==> src/rtl/i2cm_pkg.sv <==
`timescale 1ns / 1ps

package i2cm_pkg;

  localparam int unsigned DefDelayBits   = 16;
  localparam int unsigned HalfPeriodBits = 16;
  localparam logic [HalfPeriodBits-1:0] HalfPeriodReset = 16'd50;
  localparam int unsigned BitsPerByte    = 8;
  localparam int unsigned QueueDepth     = 2;

  typedef enum logic [1:0] {
    REQ_TICK  = 2'd0,
    REQ_WRITE = 2'd1,
    REQ_READ  = 2'd2,
    REQ_NOP   = 2'd3
  } req_type_e;

  typedef enum logic [1:0] {
    OP_TICK,
    OP_WRITE,
    OP_READ,
    OP_STATUS
  } op_e;

  typedef enum logic [4:0] {
    PH_IDLE,
    PH_RS_REL,
    PH_RS_D1,
    PH_RS_WSCL,
    PH_RS_D2,
    PH_ST_CHK,
    PH_ST_D,
    PH_BIT_SET,
    PH_BIT_D1,
    PH_BIT_WSCL,
    PH_BIT_D2,
    PH_SP_SDA,
    PH_SP_D1,
    PH_SP_WSCL,
    PH_SP_D2,
    PH_SP_CHK,
    PH_SP_D3
  } phase_e;

  typedef struct packed {
    logic [1:0] req_type;
    logic       send_start;
    logic       send_stop;
    logic [7:0] tx_byte;
    logic       ack_to_send;
    logic       scl_in;
    logic       sda_in;
  } req_t;

  typedef struct packed {
    logic       scl_drive_low;
    logic       sda_drive_low;
    logic       busy_res;
    logic       done_res;
    logic [7:0] rx_byte;
    logic       nack_received;
    logic       arbitration_lost;
    logic       clock_stretch_wait;
    logic       command_rejected;
  } res_t;

  // Classified request as held in the queue.
  typedef struct packed {
    op_e        op;
    logic       start;
    logic       stop;
    logic       nack;
    logic [7:0] tx_byte;
    logic       scl;
    logic       sda;
  } item_t;

  typedef struct packed {
    logic read;
    logic start;
    logic stop;
    logic nack;
  } flags_t;

endpackage

==> src/rtl/i2c_master_byte_engine_top.sv <==
// Channel | Direction | Handshake                 | Payload
// in      | input     | in_valid_i / in_ready_o   | in_req_i   (req_t)
// out     | output    | out_valid_o / out_ready_i | out_res_o  (res_t)
// cfg     | input     | cfg_we_i, no wait         | cfg_wdata_i (half period ticks)
//
// One request per clock sustained while the output is not stalled. A request accepted at
// an edge goes into the two-entry request queue, is evaluated from there into the result
// register, and is offered from that register until the output takes it.
// The bus sequencer in the engine retires one request per cycle unless the output stalls.
// Reset: idle, both lines released, half period 50 ticks.
// A stalled output holds the result register; the queue keeps accepting until full.
`timescale 1ns / 1ps

module i2c_master_byte_engine_top #(
  parameter int unsigned DelayBits = i2cm_pkg::DefDelayBits
) (
  input  logic                                clk_i,
  input  logic                                rst_ni,
  input  logic                                cfg_we_i,
  input  logic [i2cm_pkg::HalfPeriodBits-1:0] cfg_wdata_i,
  input  logic                                in_valid_i,
  output logic                                in_ready_o,
  input  i2cm_pkg::req_t                      in_req_i,
  output logic                                out_valid_o,
  input  logic                                out_ready_i,
  output i2cm_pkg::res_t                      out_res_o
);

  i2cm_pkg::item_t front_item, queue_item;
  logic            queue_full, queue_nonempty, queue_pop;

  i2cm_front u_front (
    .req_i  (in_req_i),
    .item_o (front_item)
  );

  i2cm_queue u_queue (
    .clk_i       (clk_i),
    .rst_ni      (rst_ni),
    .push_i      (in_valid_i),
    .push_data_i (front_item),
    .full_o      (queue_full),
    .pop_i       (queue_pop),
    .nonempty_o  (queue_nonempty),
    .pop_data_o  (queue_item)
  );

  assign in_ready_o = ~queue_full;

  i2cm_engine #(
    .DelayBits (DelayBits)
  ) u_engine (
    .clk_i        (clk_i),
    .rst_ni       (rst_ni),
    .cfg_we_i     (cfg_we_i),
    .cfg_wdata_i  (cfg_wdata_i),
    .item_valid_i (queue_nonempty),
    .item_i       (queue_item),
    .item_pop_o   (queue_pop),
    .out_valid_o  (out_valid_o),
    .out_ready_i  (out_ready_i),
    .out_res_o    (out_res_o)
  );

endmodule

==> src/rtl/i2cm_front.sv <==
`timescale 1ns / 1ps

module i2cm_front (
  input  i2cm_pkg::req_t  req_i,
  output i2cm_pkg::item_t item_o
);

  always_comb begin
    item_o.start   = req_i.send_start;
    item_o.stop    = req_i.send_stop;
    item_o.nack    = req_i.ack_to_send;
    item_o.tx_byte = req_i.tx_byte;
    item_o.scl     = req_i.scl_in;
    item_o.sda     = req_i.sda_in;
    unique case (i2cm_pkg::req_type_e'(req_i.req_type))
      i2cm_pkg::REQ_TICK:  item_o.op = i2cm_pkg::OP_TICK;
      i2cm_pkg::REQ_WRITE: item_o.op = i2cm_pkg::OP_WRITE;
      i2cm_pkg::REQ_READ:  item_o.op = i2cm_pkg::OP_READ;
      default:             item_o.op = i2cm_pkg::OP_STATUS;
    endcase
  end

endmodule

==> src/rtl/i2cm_queue.sv <==
`timescale 1ns / 1ps

module i2cm_queue (
  input  logic            clk_i,
  input  logic            rst_ni,
  input  logic            push_i,
  input  i2cm_pkg::item_t push_data_i,
  output logic            full_o,
  input  logic            pop_i,
  output logic            nonempty_o,
  output i2cm_pkg::item_t pop_data_o
);

  localparam int unsigned PtrBits = (i2cm_pkg::QueueDepth > 1) ?
                                    $clog2(i2cm_pkg::QueueDepth) : 1;
  localparam int unsigned CntBits = $clog2(i2cm_pkg::QueueDepth + 1);
  localparam logic [PtrBits-1:0] LastPtr = PtrBits'(i2cm_pkg::QueueDepth - 1);
  localparam logic [CntBits-1:0] FullCnt = CntBits'(i2cm_pkg::QueueDepth);

  i2cm_pkg::item_t    mem_q [i2cm_pkg::QueueDepth];
  logic [PtrBits-1:0] wptr_q, wptr_d;
  logic [PtrBits-1:0] rptr_q, rptr_d;
  logic [CntBits-1:0] cnt_q, cnt_d;
  logic               do_push, do_pop;

  assign full_o     = (cnt_q == FullCnt);
  assign nonempty_o = (cnt_q != '0);
  assign pop_data_o = mem_q[rptr_q];
  assign do_push    = push_i & ~full_o;
  assign do_pop     = pop_i & nonempty_o;

  always_comb begin
    wptr_d = wptr_q;
    rptr_d = rptr_q;
    cnt_d  = cnt_q;
    if (do_push) begin
      wptr_d = (wptr_q == LastPtr) ? '0 : wptr_q + 1'b1;
    end
    if (do_pop) begin
      rptr_d = (rptr_q == LastPtr) ? '0 : rptr_q + 1'b1;
    end
    case ({do_push, do_pop})
      2'b10:   cnt_d = cnt_q + 1'b1;
      2'b01:   cnt_d = cnt_q - 1'b1;
      default: cnt_d = cnt_q;
    endcase
  end

  always_ff @(posedge clk_i or negedge rst_ni) begin
    if (!rst_ni) begin
      wptr_q <= '0;
      rptr_q <= '0;
      cnt_q  <= '0;
    end else begin
      wptr_q <= wptr_d;
      rptr_q <= rptr_d;
      cnt_q  <= cnt_d;
    end
  end

  always_ff @(posedge clk_i) begin
    if (do_push) begin
      mem_q[wptr_q] <= push_data_i;
    end
  end

endmodule

==> src/rtl/i2cm_engine.sv <==
`timescale 1ns / 1ps

module i2cm_engine #(
  parameter int unsigned DelayBits = i2cm_pkg::DefDelayBits
) (
  input  logic                                  clk_i,
  input  logic                                  rst_ni,
  input  logic                                  cfg_we_i,
  input  logic [i2cm_pkg::HalfPeriodBits-1:0]   cfg_wdata_i,
  input  logic                                  item_valid_i,
  input  i2cm_pkg::item_t                       item_i,
  output logic                                  item_pop_o,
  output logic                                  out_valid_o,
  input  logic                                  out_ready_i,
  output i2cm_pkg::res_t                        out_res_o
);

  localparam logic [3:0] ByteBits = 4'(i2cm_pkg::BitsPerByte);

  logic [i2cm_pkg::HalfPeriodBits-1:0] half_q;
  i2cm_pkg::phase_e   phase_q, phase_d;
  logic [3:0]         bit_idx_q, bit_idx_d;
  logic [DelayBits-1:0] delay_q, delay_d, delay_dec, delay_load;
  logic [7:0]         shift_q, shift_d;
  logic               started_q, started_d;
  i2cm_pkg::flags_t   flags_q, flags_d;
  logic               scl_low_q, scl_low_d;
  logic               sda_low_q, sda_low_d;
  logic               out_valid_q;
  i2cm_pkg::res_t     res_q, res_d;

  logic fire, is_cmd, cmd_take, tick, delay_done, reading, wval, past_data, finish;

  assign fire       = item_valid_i & (~out_valid_q | out_ready_i);
  assign item_pop_o = fire;
  assign is_cmd     = (item_i.op == i2cm_pkg::OP_WRITE) || (item_i.op == i2cm_pkg::OP_READ);
  assign cmd_take   = fire & is_cmd & (phase_q == i2cm_pkg::PH_IDLE);
  assign tick       = fire & (item_i.op == i2cm_pkg::OP_TICK) &
                      (phase_q != i2cm_pkg::PH_IDLE);

  assign delay_done = (delay_q <= DelayBits'(1));
  assign delay_dec  = delay_done ? '0 : delay_q - 1'b1;
  assign delay_load = (DelayBits'(half_q) == '0) ? DelayBits'(1) : DelayBits'(half_q);

  assign past_data  = (bit_idx_q >= ByteBits);
  assign reading    = flags_q.read ? ~past_data : past_data;
  assign wval       = flags_q.read ? flags_q.nack : shift_q[7];

  assign finish = tick & delay_done &
                  (((phase_q == i2cm_pkg::PH_BIT_D2) & past_data & ~flags_q.stop) |
                   (phase_q == i2cm_pkg::PH_SP_D3));

  // Next phase
  always_comb begin
    phase_d = phase_q;
    if (cmd_take) begin
      if (item_i.start) begin
        phase_d = started_q ? i2cm_pkg::PH_RS_REL : i2cm_pkg::PH_ST_CHK;
      end else begin
        phase_d = i2cm_pkg::PH_BIT_SET;
      end
    end else if (tick) begin
      unique case (phase_q)
        i2cm_pkg::PH_RS_REL:   phase_d = i2cm_pkg::PH_RS_D1;
        i2cm_pkg::PH_RS_D1:    if (delay_done) phase_d = i2cm_pkg::PH_RS_WSCL;
        i2cm_pkg::PH_RS_WSCL:  if (item_i.scl) phase_d = i2cm_pkg::PH_RS_D2;
        i2cm_pkg::PH_RS_D2:    if (delay_done) phase_d = i2cm_pkg::PH_ST_CHK;
        i2cm_pkg::PH_ST_CHK:   phase_d = i2cm_pkg::PH_ST_D;
        i2cm_pkg::PH_ST_D:     if (delay_done) phase_d = i2cm_pkg::PH_BIT_SET;
        i2cm_pkg::PH_BIT_SET:  phase_d = i2cm_pkg::PH_BIT_D1;
        i2cm_pkg::PH_BIT_D1:   if (delay_done) phase_d = i2cm_pkg::PH_BIT_WSCL;
        i2cm_pkg::PH_BIT_WSCL: if (item_i.scl) phase_d = i2cm_pkg::PH_BIT_D2;
        i2cm_pkg::PH_BIT_D2: begin
          if (delay_done) begin
            if (!past_data) begin
              phase_d = i2cm_pkg::PH_BIT_SET;
            end else if (flags_q.stop) begin
              phase_d = i2cm_pkg::PH_SP_SDA;
            end else begin
              phase_d = i2cm_pkg::PH_IDLE;
            end
          end
        end
        i2cm_pkg::PH_SP_SDA:   phase_d = i2cm_pkg::PH_SP_D1;
        i2cm_pkg::PH_SP_D1:    if (delay_done) phase_d = i2cm_pkg::PH_SP_WSCL;
        i2cm_pkg::PH_SP_WSCL:  if (item_i.scl) phase_d = i2cm_pkg::PH_SP_D2;
        i2cm_pkg::PH_SP_D2:    if (delay_done) phase_d = i2cm_pkg::PH_SP_CHK;
        i2cm_pkg::PH_SP_CHK:   phase_d = i2cm_pkg::PH_SP_D3;
        i2cm_pkg::PH_SP_D3:    if (delay_done) phase_d = i2cm_pkg::PH_IDLE;
        default:               phase_d = i2cm_pkg::PH_IDLE;
      endcase
    end
  end

  // Datapath and result
  always_comb begin
    bit_idx_d = bit_idx_q;
    delay_d   = delay_q;
    shift_d   = shift_q;
    started_d = started_q;
    flags_d   = flags_q;
    scl_low_d = scl_low_q;
    sda_low_d = sda_low_q;
    res_d     = '0;

    res_d.command_rejected = fire & is_cmd & (phase_q != i2cm_pkg::PH_IDLE);

    if (cmd_take) begin
      flags_d.read  = (item_i.op == i2cm_pkg::OP_READ);
      flags_d.start = item_i.start;
      flags_d.stop  = item_i.stop;
      flags_d.nack  = item_i.nack;
      shift_d       = (item_i.op == i2cm_pkg::OP_WRITE) ? item_i.tx_byte : '0;
      bit_idx_d     = '0;
    end else if (tick) begin
      unique case (phase_q)
        i2cm_pkg::PH_RS_REL: begin
          sda_low_d = 1'b0;
          delay_d   = delay_load;
        end
        i2cm_pkg::PH_RS_D1, i2cm_pkg::PH_RS_D2, i2cm_pkg::PH_BIT_D1,
        i2cm_pkg::PH_SP_D1: begin
          delay_d = delay_dec;
        end
        i2cm_pkg::PH_RS_WSCL, i2cm_pkg::PH_SP_WSCL: begin
          scl_low_d = 1'b0;
          if (!item_i.scl) begin
            res_d.clock_stretch_wait = 1'b1;
          end else begin
            delay_d = delay_load;
          end
        end
        i2cm_pkg::PH_ST_CHK: begin
          res_d.arbitration_lost = ~item_i.sda;
          sda_low_d = 1'b1;
          delay_d   = delay_load;
        end
        i2cm_pkg::PH_ST_D: begin
          delay_d = delay_dec;
          if (delay_done) begin
            scl_low_d = 1'b1;
            started_d = 1'b1;
          end
        end
        i2cm_pkg::PH_BIT_SET: begin
          sda_low_d = reading ? 1'b0 : ~wval;
          delay_d   = delay_load;
        end
        i2cm_pkg::PH_BIT_WSCL: begin
          scl_low_d = 1'b0;
          if (!item_i.scl) begin
            res_d.clock_stretch_wait = 1'b1;
          end else begin
            if (reading) begin
              shift_d = {shift_q[6:0], item_i.sda};
            end else begin
              res_d.arbitration_lost = wval & ~item_i.sda;
              if (!flags_q.read) begin
                shift_d = {shift_q[6:0], 1'b0};
              end
            end
            delay_d = delay_load;
          end
        end
        i2cm_pkg::PH_BIT_D2: begin
          delay_d = delay_dec;
          if (delay_done) begin
            scl_low_d = 1'b1;
            if (!past_data) begin
              bit_idx_d = bit_idx_q + 1'b1;
            end
          end
        end
        i2cm_pkg::PH_SP_SDA: begin
          sda_low_d = 1'b1;
          delay_d   = delay_load;
        end
        i2cm_pkg::PH_SP_D2: begin
          delay_d = delay_dec;
          if (delay_done) begin
            sda_low_d = 1'b0;
          end
        end
        i2cm_pkg::PH_SP_CHK: begin
          res_d.arbitration_lost = ~item_i.sda;
          delay_d = delay_load;
        end
        i2cm_pkg::PH_SP_D3: begin
          delay_d = delay_dec;
          if (delay_done) begin
            started_d = 1'b0;
          end
        end
        default: begin
          delay_d = delay_q;
        end
      endcase
    end

    if (finish) begin
      res_d.done_res      = 1'b1;
      res_d.rx_byte       = flags_q.read ? shift_q : '0;
      res_d.nack_received = ~flags_q.read & shift_q[0];
    end

    res_d.scl_drive_low = scl_low_d;
    res_d.sda_drive_low = sda_low_d;
    res_d.busy_res      = (phase_d != i2cm_pkg::PH_IDLE);
  end

  always_ff @(posedge clk_i or negedge rst_ni) begin
    if (!rst_ni) begin
      half_q      <= i2cm_pkg::HalfPeriodReset;
      phase_q     <= i2cm_pkg::PH_IDLE;
      bit_idx_q   <= '0;
      delay_q     <= '0;
      shift_q     <= '0;
      started_q   <= 1'b0;
      flags_q     <= '0;
      scl_low_q   <= 1'b0;
      sda_low_q   <= 1'b0;
      out_valid_q <= 1'b0;
    end else begin
      if (cfg_we_i) begin
        half_q <= cfg_wdata_i;
      end
      if (fire) begin
        phase_q   <= phase_d;
        bit_idx_q <= bit_idx_d;
        delay_q   <= delay_d;
        shift_q   <= shift_d;
        started_q <= started_d;
        flags_q   <= flags_d;
        scl_low_q <= scl_low_d;
        sda_low_q <= sda_low_d;
      end
      if (fire) begin
        out_valid_q <= 1'b1;
      end else if (out_ready_i) begin
        out_valid_q <= 1'b0;
      end
    end
  end

  always_ff @(posedge clk_i) begin
    if (fire) begin
      res_q <= res_d;
    end
  end

  assign out_valid_o = out_valid_q;
  assign out_res_o   = res_q;

endmodule

==> config.mk <==
export PLATFORM = sky130hd
export DESIGN_NAME = i2c_master_byte_engine_top
export DESIGN_NICKNAME = d
export VERILOG_FILES = /design/src/rtl/i2cm_pkg.sv /design/src/rtl/i2c_master_byte_engine_top.sv /design/src/rtl/i2cm_front.sv /design/src/rtl/i2cm_queue.sv /design/src/rtl/i2cm_engine.sv
export SDC_FILE = /design/constraint.sdc
export NUM_CORES = 1
export LEC_CHECK = 0
export ABC_AREA = 1
export BUFFER_PORTS_ARGS = -buffer_cell sky130_fd_sc_hd__buf_4
export CORE_ASPECT_RATIO = 2
export CORE_MARGIN = 2
export CORE_UTILIZATION = 45
export CTS_CLUSTER_SIZE = 30
export DETAILED_ROUTE_END_ITERATION = 10
export SYNTH_ARGS = -nofsm -noshare
export SYNTH_HDL_FRONTEND = slang
export SYNTH_SLANG_ARGS = --single-unit
==> constraint.sdc <==
create_clock -name clk_i -period 3.7 [get_ports clk_i]
set_input_delay 0.37 -clock clk_i [delete_from_list [all_inputs] [get_ports clk_i]]
set_output_delay 0.37 -clock clk_i [all_outputs]
set_load 0.02 [all_outputs]
-- Word-level counts from Yosys, hierarchy flattened
Memories as Yosys holds them, arrays and structs flattened.
Index checks and enable logic that the tools add are counted.
Widths: inputs -> output; s select.
- register bits: 76
- memory bits (writable): 30
- logic and storage cells: 180
- memories kept: 1
- memories (name ; depth ; width ; read ports ; clocked after Yosys merged registers in ; wr ports ; RTL line ; source):
    u_queue.mem_q ; 2 ; 15 ; 1 ; 0 ; 1 ; i2cm_queue.sv:20 ; i2cm_pkg::item_t mem_q [i2cm_pkg::QueueDepth];
- add/sub/neg operators: 6
- $lt $le $gt $ge: 2
- equality and inequality tests: 28
- multiplexer cells: 62
- bitwise operators: 26
- reductions and logical operators: 31
- operator list (cell ; number):
    $pmux 5 s16 ; 1
    $mux 5 ; 15
    $mux 8 ; 8
    $mux 16 ; 3
    $pmux 16 s3 ; 1
    $eq 5x4->1 const B ; 8
    $mux 4 ; 6
    $eq 5x3->1 const B ; 4
    $mux 1 ; 20
    $reduce_bool 2->1 ; 9
    $le 16x1->1 const B ; 1
    $logic_not 16->1 ; 1
    $sub 16x1->16 const B ; 1
    $reduce_and 5->1 ; 3
    $and 1x1->1 ; 14
    $eq 5x2->1 const B ; 2
    $mux 10 ; 1
    $not 1->1 ; 10
    $reduce_bool 5->1 ; 2
    $eq 2x2->1 const B ; 4
    $ne 2x1->1 const B ; 4
    $reduce_or 2->1 ; 4
    $reduce_or 8->1 ; 1
    $eq 2x1->1 const B ; 3
    22 further kinds ; 29

-- Longest topological paths before layout
Gate-level depths: netlist of run 1.
- depth after elaboration: 8
- gate-level depth with buffers: 15
- depth with buffers taken out: 15

-- By module
A second synthesis of run 1 with hierarchy kept.
- cells, all modules: 626
- area total of the unflattened synthesis: 5570.3 µm²
- by module, submodules not included (module ; instances ; cells each ; area each (µm²) ; seq. area each (µm²)):
    i2cm_engine ; 1 ; 500 ; 4116.4 ; 1885.6
    i2cm_queue ; 1 ; 110 ; 1345.0 ; 1001.0
    i2cm_front ; 1 ; 15 ; 105.1 ; 0.0
    i2c_master_byte_engine_top ; 1 ; 1 ; 3.8 ; 0.0

-- Worst setup path after synthesis of run 1
No wires, ideal clock.
- path type: register to register
- from: register u_queue.rptr_q
- to: register u_engine.res_q, in the netlist u_engine.out_res_o[13], data pin
- setup time: 254 ps
- data arrival time: 1938 ps
- path slack: 1508 ps
- cell stages (with the launch flop): 13
- path buffers: 1
- path through: dfrtp_1 -> clkbuf_1 -> inv_1 -> or2_2 -> o21ai_0 -> ha_1 -> nand3_4 -> inv_2 -> nand3_1 -> o21ai_0 -> nand3_1 -> nor2_1 -> nand2_1
- RTL lines (what ; RTL line ; source):
    start: declaration ; i2cm_queue.sv:22 ; logic [PtrBits-1:0] rptr_q, rptr_d;
    start signal: assignment ; i2cm_queue.sv:56 ; rptr_q <= rptr_d;
    end signal: assignment ; i2cm_engine.sv:247 ; res_q <= res_d;
    end: declaration ; i2cm_engine.sv:30 ; i2cm_pkg::res_t res_q, res_d;

-- Worst setup path after layout of run 1
- from: register u_queue.rptr_q
- to: register u_engine.shift_q[4]
- cells in the longest elaborated chain, start to end: 7
- ends and longest elaborated chain (what ; RTL line ; source):
    $mem_v2 2x15 * ; - ;
    $eq 2x1->1 / $eq 2x2->1 (equally long branches) ; i2cm_engine.sv:36, i2cm_engine.sv:113 ;
    $logic_or 1x1->1 ; i2cm_engine.sv:36 ; assign is_cmd = (item_i.op == i2cm_pkg::OP_WRITE) || (item_i.op == i2cm_pkg::OP_READ);
    $and 1x1->1 (2 in series) ; i2cm_engine.sv:37 ; assign cmd_take = fire & is_cmd & (phase_q == i2cm_pkg::PH_IDLE);
    $ne 3x3->1 (no source line) / $reduce_bool 2->1 (equally long branches) ; - ;
    $reduce_and 5->1 (no source line) ; - ;
    end signal: assignment ; i2cm_engine.sv:231 ; shift_q <= shift_d;
    end: declaration ; i2cm_engine.sv:24 ; logic [7:0] shift_q, shift_d;
Every way passes the cells marked *; elsewhere a longest branch is shown, timed or not.
A chain may end at the register's enable or synchronous reset.

==> results.md, run 1 <==
Run status:
- The run finished with clean final reports.

Cells and area:
- Measured on the finished design, the core utilization comes to 0.532.
- The number of diodes is 0.
- The area growth from synthesis to layout is 15.1%.
- Registers take 2890 um^2.
- Leaving out fill and tap cells, the most frequent cell in the layout is sky130_fd_sc_hd__nand2_1.
- In the final layout, the multi-input gates occupy 2130 um^2.
- The fraction of final layout cells with drive strength greater than 1 is 0.199.
- With fillers left out, the area of the finished cells amounts to 6220 um^2.
- At the end of the flow, the number of nets in the layout was 697.
- Leaving out fill and tap cells, the most frequent cells in the layout are 130 x sky130_fd_sc_hd__nand2_1, 67 x sky130_fd_sc_hd__nor2_1, 60 x sky130_fd_sc_hd__inv_1.
- The fill cell instance count of the final layout is 1082.

STA:
- Derived from the worst setup path, the maximum achievable clock frequency is 397 MHz.
- In this run the tightest slew margin relative to its limit is 0.472.
- The total count of max-transition violations in the final report came to 0.
- For the final routed database, the setup TNS stands at 0 ps.
- For the final database, setup skew stands at 9.33 ps.
- At the pin with the least slew margin, the transition time is 792 ps.
- Setup repair after global routing left no endpoint under its margin.
- The time the worst path needs with I/O delays and setup is 2520 ps.
- The final critical-path share of the clock period is 0.680.
- Setup violations remaining at the end of the flow were counted as 0.
- The number of endpoints with negative hold slack in the final report is 0.

Synthesis:
- The netlist uses 45 different library cells.
- The number of flops mapped to enable cells by yosys is 46.
- The main flop type after synthesis is sky130_fd_sc_hd__dfrtp_1.
- By area the synthesized netlist is led by sky130_fd_sc_hd__dfrtp_1 26%, sky130_fd_sc_hd__edfxtp_1 26%, sky130_fd_sc_hd__nand2_1 9.0%, sky130_fd_sc_hd__o21ai_0 5.4%, sky130_fd_sc_hd__nor2_1 4.6%.
- Averaged over all synthesized cells, the footprint is 9.00 um^2.
- The area share of the leading cell type in the synthesized netlist is 0.264.
- When the netlist entered floorplanning its net count stood at 645.
- In the synthesized netlist, the number of instances is 601.
- The fraction of synthesis flops using an asynchronous set or reset pin is 0.566.
- The netlist area before placement is 5410 um^2.
- The count of state elements after synthesis is 106.
- The number of warnings reported in the yosys synthesis log is 0.
- The part of the Yosys area used for sequential elements is 0.534.
- The leading area contributor after synthesis is sky130_fd_sc_hd__dfrtp_1.

GRT:
- The total routing usage reported by global routing is 0.214.
- The first global-routing pass estimated 20700 um of wire.
- The via count of the first global-routing pass is 4214.
- Entering global routing, the biggest net connects 61 pins.
- The initial antenna violation count was 0.
- The total overflow left after global routing is 0.

Clock tree:
- Gates resized during post-CTS repair numbered 0.
- The total CTS buffers is 9.
- Hold repair after CTS inserted 0 buffers.
- For the worst-skew pair, the clock arrives at the later sink with an insertion delay of 350 ps.
- CTS saw 106 sinks.
- The maximum clock insertion buffer count is 2.
- The maximum level of the CTS H-tree is 3.
- The clock-pin slew of the registers on the worst-case setup and hold paths is 80 ps.
- The number of setup buffers added after CTS is 0.
- TritonCTS built the clock tree.
- The tree is rooted in a sky130_fd_sc_hd__clkbuf_16.

Worst setup path:
- The worst setup path category is reg2reg.
- The critical path arrival is 2790 ps.
- The setup check on the worst reg-to-reg path leaves a slack of 1180 ps.
- The worst setup path is launched from a flip-flop.
- STA classifies the critical path endpoint as a flip-flop.
- In this run the worst path has a maximum fanout of 16.
- The endpoint required time on the critical path is 3970 ps.

Detailed routing:
- After detailed routing, the total wire length is 13100 um.
- The post-detailed-route count of antenna-violating nets is 0.
- In this run, the number of DRC markers left after iteration 0 of detailed routing was 131.
- The detailed-router iteration count before antenna repair is 6.
- In the routed design, unresolved DRC markers number 0.
- The average wire per cell in the routed design is 16.3 um.
- The count of vias placed by the detailed router is 4203.
- The ratio of routed vias to standard cells is 5.23.

Min path:
- The class of the tightest hold or removal check is in2async.

Job:
- The number of max-cap violations is 0.

Floorplanning:
- The die span in x is 81.5 um.
- Row generation in the floorplan step produced 56 rows.
- The top-level I/O count is 54.
- The floorplan step set the die height to 159 um.
- The die area is 13000 um^2.
- The floorplan core area is 11700 um^2.
- The starting utilization of the core area is 0.462.

Place:
- The placed instances occupy a cell area of 5920 um^2.
- Routability-driven placement finished with a final weighted congestion of 0.940.
- The wire-length estimate of the detail-placed layout is 10300 um.
- The number of buffers inserted by port buffering is 53.

Pwr:
- In this run the static leakage power is 2.83 nW.
- The power per unit of standard cell area is 819 nW/um^2.
- Across the VDD grid, the largest voltage drop is 0.000565 V.
## power breakdown
group	internal, mW	switching, mW	total, mW
clock	0.485	0.472	0.957
combinational	0.740	1.42	2.16
sequential	1.66	0.321	1.98
## cell families (layout without fill, tap and decap cells)
family / after synthesis / count (layout) / synth area share
AOI/OAI and AO/OA: 110 / 110 / 0.117
xor gates and xnor gates: 12 / 12 / 0.0194
adders and majority gates: 8 / 8 / 0.0185
buffers and inverters: 90 / 147 / 0.0722
DFF: 106 / 106 / 0.534
muxes: 4 / 4 / 0.00786
and+or+nand+nor: 271 / 271 / 0.231
## Yosys cell counts, types with 9 or more instances
master and n:
sky130_fd_sc_hd__o211ai_1 9, sky130_fd_sc_hd__nand2_1 130, sky130_fd_sc_hd__clkbuf_1 9, sky130_fd_sc_hd__edfxtp_1 46
sky130_fd_sc_hd__a21oi_1 10, sky130_fd_sc_hd__nand3_1 21, sky130_fd_sc_hd__o21ai_0 58, sky130_fd_sc_hd__inv_1 60
sky130_fd_sc_hd__dfrtp_1 57, sky130_fd_sc_hd__o21ai_1 13, sky130_fd_sc_hd__inv_2 10, sky130_fd_sc_hd__nor2_1 67
## critical path, cell delays in order, from the launching register on
cell	delay, ps
sky130_fd_sc_hd__dfrtp_1	360
sky130_fd_sc_hd__buf_4	180
sky130_fd_sc_hd__inv_1	310
sky130_fd_sc_hd__or2_2	170
sky130_fd_sc_hd__o21ai_0	130
sky130_fd_sc_hd__ha_1	320
sky130_fd_sc_hd__nand2_1	100
sky130_fd_sc_hd__nor2_4	250
sky130_fd_sc_hd__inv_2	120
sky130_fd_sc_hd__nand2_2	250
sky130_fd_sc_hd__o211ai_1	130
sky130_fd_sc_hd__o21ai_1	100
## routing by layer
metal,share of wire,GRT usage
met1,0.33,0.197
met2,0.58,0.410
met3,0.028,0.0346
met4,0.057,0.131
met5,0,0
## worst paths after layout
path | start | cells past startpoint | end
max | u_queue.rptr_q | 11 | u_engine.shift_q[4]
min reg2reg | u_queue.cnt_q[1] | 1 | u_queue.cnt_q[1]
max in group asynchronous | rst_ni | 1 | u_engine.shift_q[6]
min in group clk_i | in_req_i[8] | 1 | u_queue.mem_q[0][7]
max reg2reg | u_queue.rptr_q | 11 | u_engine.shift_q[4]
min | rst_ni | 1 | u_engine.delay_q[11]
## stage by stage
stage               hold WS [ps]  worst slack [ps]  std cells  power, mW
detailed placement           499              1170        787       4.17
global route                 168               916        803       5.48
floorplan                   74.4              1510        601       3.55
finish                       111              1180        803       5.10
global placement             479              1250        787       4.15
CTS                          134              1150        803       5.14
## layout make-up
| class | count | share of cell area |
|---|---|---|
| Clock inverter | 7 | 0.0129 |
| Timing Repair Buffer | 59 | 0.0712 |
| Multi-Input combinational cell | 405 | 0.343 |
| Clock buffer | 9 | 0.0362 |
| Sequential cell | 106 | 0.464 |
| Tap cell | 145 | 0.0291 |
| Inverter | 72 | 0.0442 |
## state kept, by name (all words and copies together) (netlist names)
signal                cells
u_queue.rptr_q            1
u_engine.half_q          16
u_engine.bit_idx_q        4
u_engine.scl_low_q        1
u_queue.mem_q            30
u_engine.out_res_o       16
u_queue.cnt_q             2
u_engine.flags_q          3
u_queue.wptr_q            1
u_engine.sda_low_q        1
u_engine.started_q        1
u_engine.shift_q          8
u_engine.out_valid_o      1
u_engine.phase_q          5
u_engine.delay_q         16
(Power assumes the default switching activity.)
==> run 2: changes to the inputs <==
Settings changed: ABC_AREA 1 to 0.
Clock period 3.7 ns to 2.4 ns, I/O delays scaled along.
==> results.md, run 2 <==
Pwr:
- The overall power after layout was 7.25 mW (+42%).
- The static power due to leakage is 2.63 nW (-7.0%).
- The power per unit of standard cell area is 1150 nW/um^2 (+40%).
- The worst ir drop on vdd was 0.000503 V (-11%).

Floorplanning:
- The top-level I/O count was 54 (unchanged).
- The die span in x is 79.6 um (-2.3%).
- The row count is 55 (-1.8%).
- The starting utilization of the core area is 0.459 (-0.00358).
- The die area is 12400 um^2 (-4.7%).
- The floorplan core area came to 11200 um^2 (-4.1%).
- The y dimension of the die was 155 um (-2.4%).

STA:
- The final critical-path share of the clock period was 0.961 (+0.281).
- The total negative slack for setup checks is 0 ps (unchanged).
- The normalized max-slew margin is 0.465 (-0.00679).
- The least setup slack across all paths after layout is 93.4 ps (-1090 ps).
- The actual transition at the worst max-transition pin was 803 ps (+10.2 ps).
- The achievable clock frequency is 434 MHz (+9.1%).
- The time the worst path needs with I/O delays and setup is 2310 ps (-210 ps).
- The total count of max-transition violations in the final report is 0 (unchanged).
- The worst hold margin is -20.0 ps (-131 ps).
- The total setup violations reported at the end of the flow is 0 (unchanged).
- The number of endpoints with negative hold slack in the final report was 21 (+21).
- The worst setup skew after layout was 10.1 ps (+0.740 ps).

Synthesis:
- The count of state elements after synthesis is 106 (unchanged).
- Sorting the synthesized cells by area gives the leading types as sky130_fd_sc_hd__dfrtp_1 28%, sky130_fd_sc_hd__edfxtp_1 27%, sky130_fd_sc_hd__mux2_2 5.5%, sky130_fd_sc_hd__o21ai_0 3.7%, sky130_fd_sc_hd__nor2_1 3.1%.
- The net count after synthesis is 509 (-21%).
- In the post-synthesis netlist, the cell with the most instances is sky130_fd_sc_hd__dfrtp_1.
- The netlist area before placement is 5150 um^2 (-4.9%).
- The gate count after technology mapping is 465 (-23%).
- The number of flops mapped to enable cells by yosys was 46 (unchanged).
- The number of different library cells in the post-synthesis netlist is 56 (+24%).
- The part of the Yosys area used for sequential elements came to 0.561 (+0.0274).
- The area share of the leading cell type in the synthesized netlist came to 0.277 (+0.0135).
- The fraction of synthesis flops using an asynchronous set or reset pin is 0.566 (unchanged).
- After synthesis, the most frequently instantiated cells are 57 x sky130_fd_sc_hd__dfrtp_1, 46 x sky130_fd_sc_hd__edfxtp_1, 43 x sky130_fd_sc_hd__nor2_1.
- The mean instance size in the synthesized netlist is 11.1 um^2 (+23%).
- In the synthesized netlist the dominant register cell turns out to be sky130_fd_sc_hd__dfrtp_1.
- The biggest area contributor in the post-synthesis netlist is sky130_fd_sc_hd__dfrtp_1.
- The number of warnings reported in the yosys synthesis log was 0 (unchanged).

Place:
- The cell total after placement is 679 (-14%).
- The cell area after placement is 5970 um^2 (+0.87%).
- The number of buffers inserted by port buffering is 53 (unchanged).
- The half-perimeter wire length after placement is 9690 um (-6.1%).
- The routability-driven placement congestion ratio is 0.897 (-4.6%).
- The minimum setup slack after placement was 20.2 ps (-1150 ps).

GRT:
- The overall overflow remaining after global route was 0 (unchanged).
- The global-route wire length before repair is 20100 um (-2.8%).
- The initial antenna violation count is 0 (unchanged).
- The total routing usage reported by global routing is 0.217 (+0.00204).
- The via count of the first global-routing pass is 4025 (-4.5%).
- The pin count of the biggest net entering global routing is 61 (unchanged).

Detailed routing:
- The count of vias placed by the detailed router came to 3871 (-7.9%).
- The post-detailed-route count of antenna-violating nets is 0 (unchanged).
- The ratio of routed vias to standard cells is 5.55 (+6.1%).
- The detailed-router iteration count before antenna repair is 4 (-2).
- The post-detailed-routing wire length is 12600 um (-3.7%).
- The count of routing violations after the opening detailed-route iteration is 252 (+92%).
- The average wire per cell in the routed design is 18.1 um (+11%).
- The DRC violation count after routing was 0 (unchanged).

Cells and area:
- The register bank with the most flops is u_queue.mem_q.
- The fill cell instance count of the final layout is 985 (-9.0%).
- The final cell count without fillers is 697 (-13%).
- The final cell utilization of the core is 0.562 (+0.0301).
- The total number of nets in the final design came to 594 (-15%).
- The most common cell after layout, fill and taps aside is sky130_fd_sc_hd__buf_4.
- In the layout the commonest cells are 99 x sky130_fd_sc_hd__buf_4, 57 x sky130_fd_sc_hd__dfrtp_1, 46 x sky130_fd_sc_hd__edfxtp_1.
- The fraction of final layout cells with drive strength greater than 1 was 0.285 (+0.0856).
- The cell area after layout is 6300 um^2 (+1.3%).
- The number of diodes is 0 (unchanged).
- The flip-flop count of the largest register, all copies and words added is 30 (unchanged).
- Relative to the synthesized area, the layout overhead comes to 22.5%.

Run status:
- The flow ran to the end, but the final reports show violations.
- The final reports fail on hold timing.

Worst setup path:
- STA classifies the critical path startpoint as a flip-flop.
- The maximum fanout count along the critical path is 3 (-13).
- The endpoint required time on the critical path is 2490 ps (-1480 ps).
- The worst setup path category is reg2reg.
- The nature of the critical path endpoint is a flip-flop.
- The critical path arrival is 2390 ps (-400 ps).

Clock tree:
- The number of buffers added to fix hold violations after cts came to 0 (unchanged).
- The maximum level of the CTS H-tree is 3 (unchanged).
- The number of sinks driven by the clock tree came to 106 (unchanged).
- The clock latency at the later pin of the worst-skew pair is 340 ps (about the same).
- TritonCTS built the clock tree.
- The cell at the root of the clock tree is sky130_fd_sc_hd__clkbuf_16.
- The total CTS buffers is 9 (unchanged).
- The maximum clock insertion buffer count came to 2 (unchanged).
- The clock-pin slew of the registers on the worst-case setup and hold paths was 80 ps (about the same).

Min path:
- The class of the tightest hold or removal check is in2async.

Job:
- The number of max-cap violations came to 0 (unchanged).
-- run 2: cell types whose count changed in the layout (fill, tap and decap cells not counted), sizes merged, moves of 11 or more --
cell | before | now
inv | 76 | 14
nand2 | 140 | 35
mux2 | 2 | 25
nor2 | 78 | 43
and3 | 1 | 13
o21ai | 72 | 39
buf | 59 | 101
nor4 | 2 | 13
-- run 2: path summary, 6_finish.rpt --
check / from / to / slack [ps] / cells past startpoint
worst max register to register: u_queue.rptr_q / u_engine.out_res_o[13] / 90 / 7
worst min-delay path: rst_ni / u_engine.out_valid_o / -20 / 1
max in group asynchronous: rst_ni / u_engine.scl_low_q / 1880 / 1
worst min register to register: u_queue.cnt_q[1] / u_queue.cnt_q[1] / 500 / 1
worst max-delay path: u_queue.rptr_q / u_engine.out_res_o[13] / 90 / 7
min in group clk_i: in_req_i[5] / u_queue.mem_q[0][4] / 70 / 1
-- run 2: cell families (layout without fill, tap and decap cells) --
logic type,count (synthesis),in the layout,synth area share
flip-flops,106,106,0.561
AND/OR/NAND/NOR,172,172,0.181
adder cells (fa/ha/maj),8,8,0.0195
multiplexers,32,32,0.0690
XOR/XNOR,9,9,0.0153
AO/OA/AOI/OAI,100,100,0.123
buffers and inverters,38,128,0.0316
-- run 2: final cells by class --
class | count | area [um^2] | area share
multi-input combinational | 321 | 2120 | 0.336
sequential | 106 | 2890 | 0.458
clock buffer | 10 | 229 | 0.0363
tap | 142 | 178 | 0.0282
clock inverter | 6 | 71.3 | 0.0113
timing repair buffer | 101 | 783 | 0.124
inverter | 11 | 41.3 | 0.00655
-- run 2: per-layer routing --
metal / vias up / global-route usage / wire length [um]
met5: - / 0 / 0
met2: 95 / 0.423 / 7570
met3: 25 / 0.0296 / 400
li1: 1875 / - / -
met4: 0 / 0.0952 / 365
met1: 1876 / 0.218 / 4300
-- run 2: critical path, cell delays in order, from the launching register on --
cell,delay [ps]
sky130_fd_sc_hd__dfrtp_1,430
sky130_fd_sc_hd__mux2i_2,260
sky130_fd_sc_hd__ha_1,260
sky130_fd_sc_hd__and3_4,170
sky130_fd_sc_hd__a32oi_1,180
sky130_fd_sc_hd__o211ai_1,150
sky130_fd_sc_hd__nand4b_1,210
sky130_fd_sc_hd__or4_1,400
-- run 2: repair_timing --
item	CTS	global route
setup buffers	0	2
resized for setup	0	3
endpoints found under the hold margin	0	0
setup endpoints to repair	0	9
-- run 2: power by group --
part	switching, mW	leakage [nW]	internal, mW	total, mW
logic	1.62	1.31	1.24	2.86
clock network	0.677	0.145	0.823	1.50
registers	0.412	1.17	2.47	2.88
==> run 3: changes to the inputs <==
Settings changed: ABC_AREA 0 to 1, PLACE_DENSITY_LB_ADDON set to 0.15.
==> results.md, run 3 (synthesis results as in run 1) <==
Clock tree:
- The total CTS buffers is 9 (unchanged).
- The maximum clock insertion buffer count is 2 (unchanged).
- The number of buffers added to fix hold violations after cts is 0 (unchanged).
- The cell at the root of the clock tree is sky130_fd_sc_hd__clkbuf_16.
- TritonCTS built the clock tree.
- The number of sinks driven by the clock tree is 106 (unchanged).
- The maximum level of the CTS H-tree is 3 (unchanged).
- The clock-pin slew of the registers on the worst-case setup and hold paths is 80 ps (about the same).
- The clock latency at the later pin of the worst-skew pair came to 350 ps (about the same).

Pwr:
- The power per unit of standard cell area was 1300 nW/um^2 (+13%).
- The static power due to leakage is 2.87 nW (+9.2%).
- The worst ir drop on vdd is 0.000648 V (+29%).

GRT:
- The global-route wire length before repair is 22300 um (+11%).
- The pin count of the biggest net entering global routing was 61 (unchanged).
- The initial antenna violation count is 0 (unchanged).
- The total routing usage reported by global routing is 0.232 (+0.0153).
- The overall overflow remaining after global route came to 0 (unchanged).
- The via count of the first global-routing pass is 4384 (+8.9%).

STA:
- The final critical-path share of the clock period was 0.906 (-0.0551).
- The total setup violations reported at the end of the flow is 0 (unchanged).
- The total count of max-transition violations in the final report was 0 (unchanged).
- The time the worst path needs with I/O delays and setup is 2170 ps (-132 ps).
- The actual transition at the worst max-transition pin is 844 ps (+41.9 ps).
- Setup repair after global routing left no endpoint under its margin.
- The achievable clock frequency is 460 MHz (+6.1%).
- The total negative slack for setup checks is 0 ps (unchanged).
- The number of endpoints with negative hold slack in the final report is 18 (-14%).
- The normalized max-slew margin is 0.437 (-0.0279).
- The worst setup skew after layout was 10.1 ps (+0.0297 ps).
- The worst hold margin came to -60.3 ps (-40.4 ps).

Cells and area:
- The area growth from synthesis to layout is 16.5%.
- The fill cell instance count of the final layout was 1092 (+11%).
- The fraction of final layout cells with drive strength greater than 1 came to 0.210 (-0.0745).
- The flip-flop count of the largest register, all copies and words added is 30 (unchanged).
- The total number of nets in the final design is 705 (+19%).
- More flip-flops sit in one register than any other, and that register is u_queue.mem_q.
- The number of diodes is 0 (unchanged).
- In the layout the commonest cells are 130 x sky130_fd_sc_hd__nand2_1, 67 x sky130_fd_sc_hd__buf_4, 66 x sky130_fd_sc_hd__nor2_1.
- Leaving out fill and tap cells, the most frequent cell in the layout is sky130_fd_sc_hd__nand2_1.

Detailed routing:
- The average wire per cell in the routed design is 17.6 um (-3.0%).
- The count of routing violations after the opening detailed-route iteration is 160 (-37%).
- The count of vias placed by the detailed router was 4292 (+11%).
- The detailed-router iteration count before antenna repair is 4 (unchanged).
- The post-detailed-route count of antenna-violating nets is 0 (unchanged).
- The post-detailed-routing wire length is 14300 um (+13%).
- The DRC violation count after routing is 0 (unchanged).
- The ratio of routed vias to standard cells is 5.29 (-4.7%).

Worst setup path:
- The endpoint required time on the critical path was 2680 ps (+190 ps).
- The worst register-to-register path begins at u_engine.phase_q[3].
- The critical path arrival was 2450 ps (+60 ps).
- The nature of the critical path endpoint is a flip-flop.
- Tracing the worst setup path back leads to its startpoint at u_engine.phase_q[3].
- The category of the worst setup path launch point is a flip-flop.
- The maximum fanout count along the critical path is 15 (+12).
- The worst setup path category is reg2reg.

Floorplanning:
- The y dimension of the die was 159 um (+2.5%).
- The top-level I/O count was 54 (unchanged).
- The die area is 13000 um^2 (+4.9%).
- The row count is 56 (+1.8%).
- The floorplan core area was 11700 um^2 (+4.3%).
- The starting utilization of the core area is 0.462 (+0.00358).
- The die span in x is 81.5 um (+2.4%).

Place:
- The half-perimeter wire length after placement came to 11100 um (+14%).
- The routability-driven placement congestion ratio came to 0.967 (+7.9%).
- The number of buffers inserted by port buffering is 53 (unchanged).

Min path:
- The class of the tightest hold or removal check is in2async.

Run status:
- The final reports fail on hold timing.
- The flow ran to the end, but the final reports show violations.

Job:
- The number of max-cap violations is 0 (unchanged).
-- run 3: cell types whose count changed in the layout (fill, tap and decap cells not counted), sizes merged, moves of 8 or more --
cell | before | now
and3 | 13 | 1
a21oi | 19 | 11
o22ai | 2 | 10
o21ai | 39 | 72
inv | 14 | 75
nor4 | 13 | 2
buf | 101 | 67
nand2 | 35 | 140
nor2 | 43 | 78
mux2 | 25 | 2
-- run 3: critical path, stage by stage, from the launching register on --
cell                      delay (ps)
sky130_fd_sc_hd__dfrtp_1         530
sky130_fd_sc_hd__nor2_2          380
sky130_fd_sc_hd__nand3_2         200
sky130_fd_sc_hd__nand2_2         130
sky130_fd_sc_hd__nor2_4           40
sky130_fd_sc_hd__nand3_2          70
sky130_fd_sc_hd__buf_4           230
sky130_fd_sc_hd__nand2_4         170
sky130_fd_sc_hd__o22ai_1         210
sky130_fd_sc_hd__nand2_1          70
sky130_fd_sc_hd__o21ai_0          70
-- run 3: path summary, 6_finish.rpt --
path                                   endpoint  slack [ps]  depth (start not counted)
max reg2reg                u_engine.delay_q[15]         230                         10
max in group asynchronous   u_engine.delay_q[5]        1850                          1
min                        u_engine.delay_q[13]         -60                          1
min in group clk_i          u_queue.mem_q[1][0]          70                          1
min reg2reg                  u_engine.started_q         500                          2
max                        u_engine.delay_q[15]         230                         10
-- run 3: final cells by class --
type                    instances  area, um^2  area share
flip-flops and latches        106        2890       0.458
well taps                     145         181      0.0288
clock inverters                 6        83.8      0.0133
clock buffers                  10         229      0.0363
multi-input cells             405        2140       0.340
repair buffers                 67         503      0.0798
inverters                      72         275      0.0437
-- run 3: what timing repair did --
action	in CTS	in global routing
setup buffers	0	0
resized for setup	0	3
endpoints found under the setup margin	0	25
endpoints found under the hold margin	0	0
-- run 3: power by group --
part | switching (mW) | leakage, nW | internal (mW)
Sequential | 0.499 | 1.18 | 2.56
Clock | 0.718 | 0.152 | 0.836
Combinational | 2.32 | 1.54 | 1.23
-- run 3: per-layer routing --
layer  share of wire  track usage  up-vias
met4           0.061        0.153        0
met2            0.59        0.453      110
met3           0.028       0.0312       47
met5               0            0        -
li1                -            -     2107
met1            0.32        0.201     2028
-- run 3: stage by stage --
stage | cells | cell area (um^2) | util | worst slack [ps] | power, mW
floorplan | 601 | 5410 | - | 208 | 5.47
global placement | 795 | 5980 | 0.511 | 118 | 6.56
detailed placement | 795 | 5980 | 0.511 | 88.1 | 6.60
CTS | 811 | 6290 | 0.538 | 71.8 | 8.16
global route | 811 | 6300 | 0.538 | 34.9 | 8.69
finish | 811 | 6300 | 0.538 | 226 | 8.16
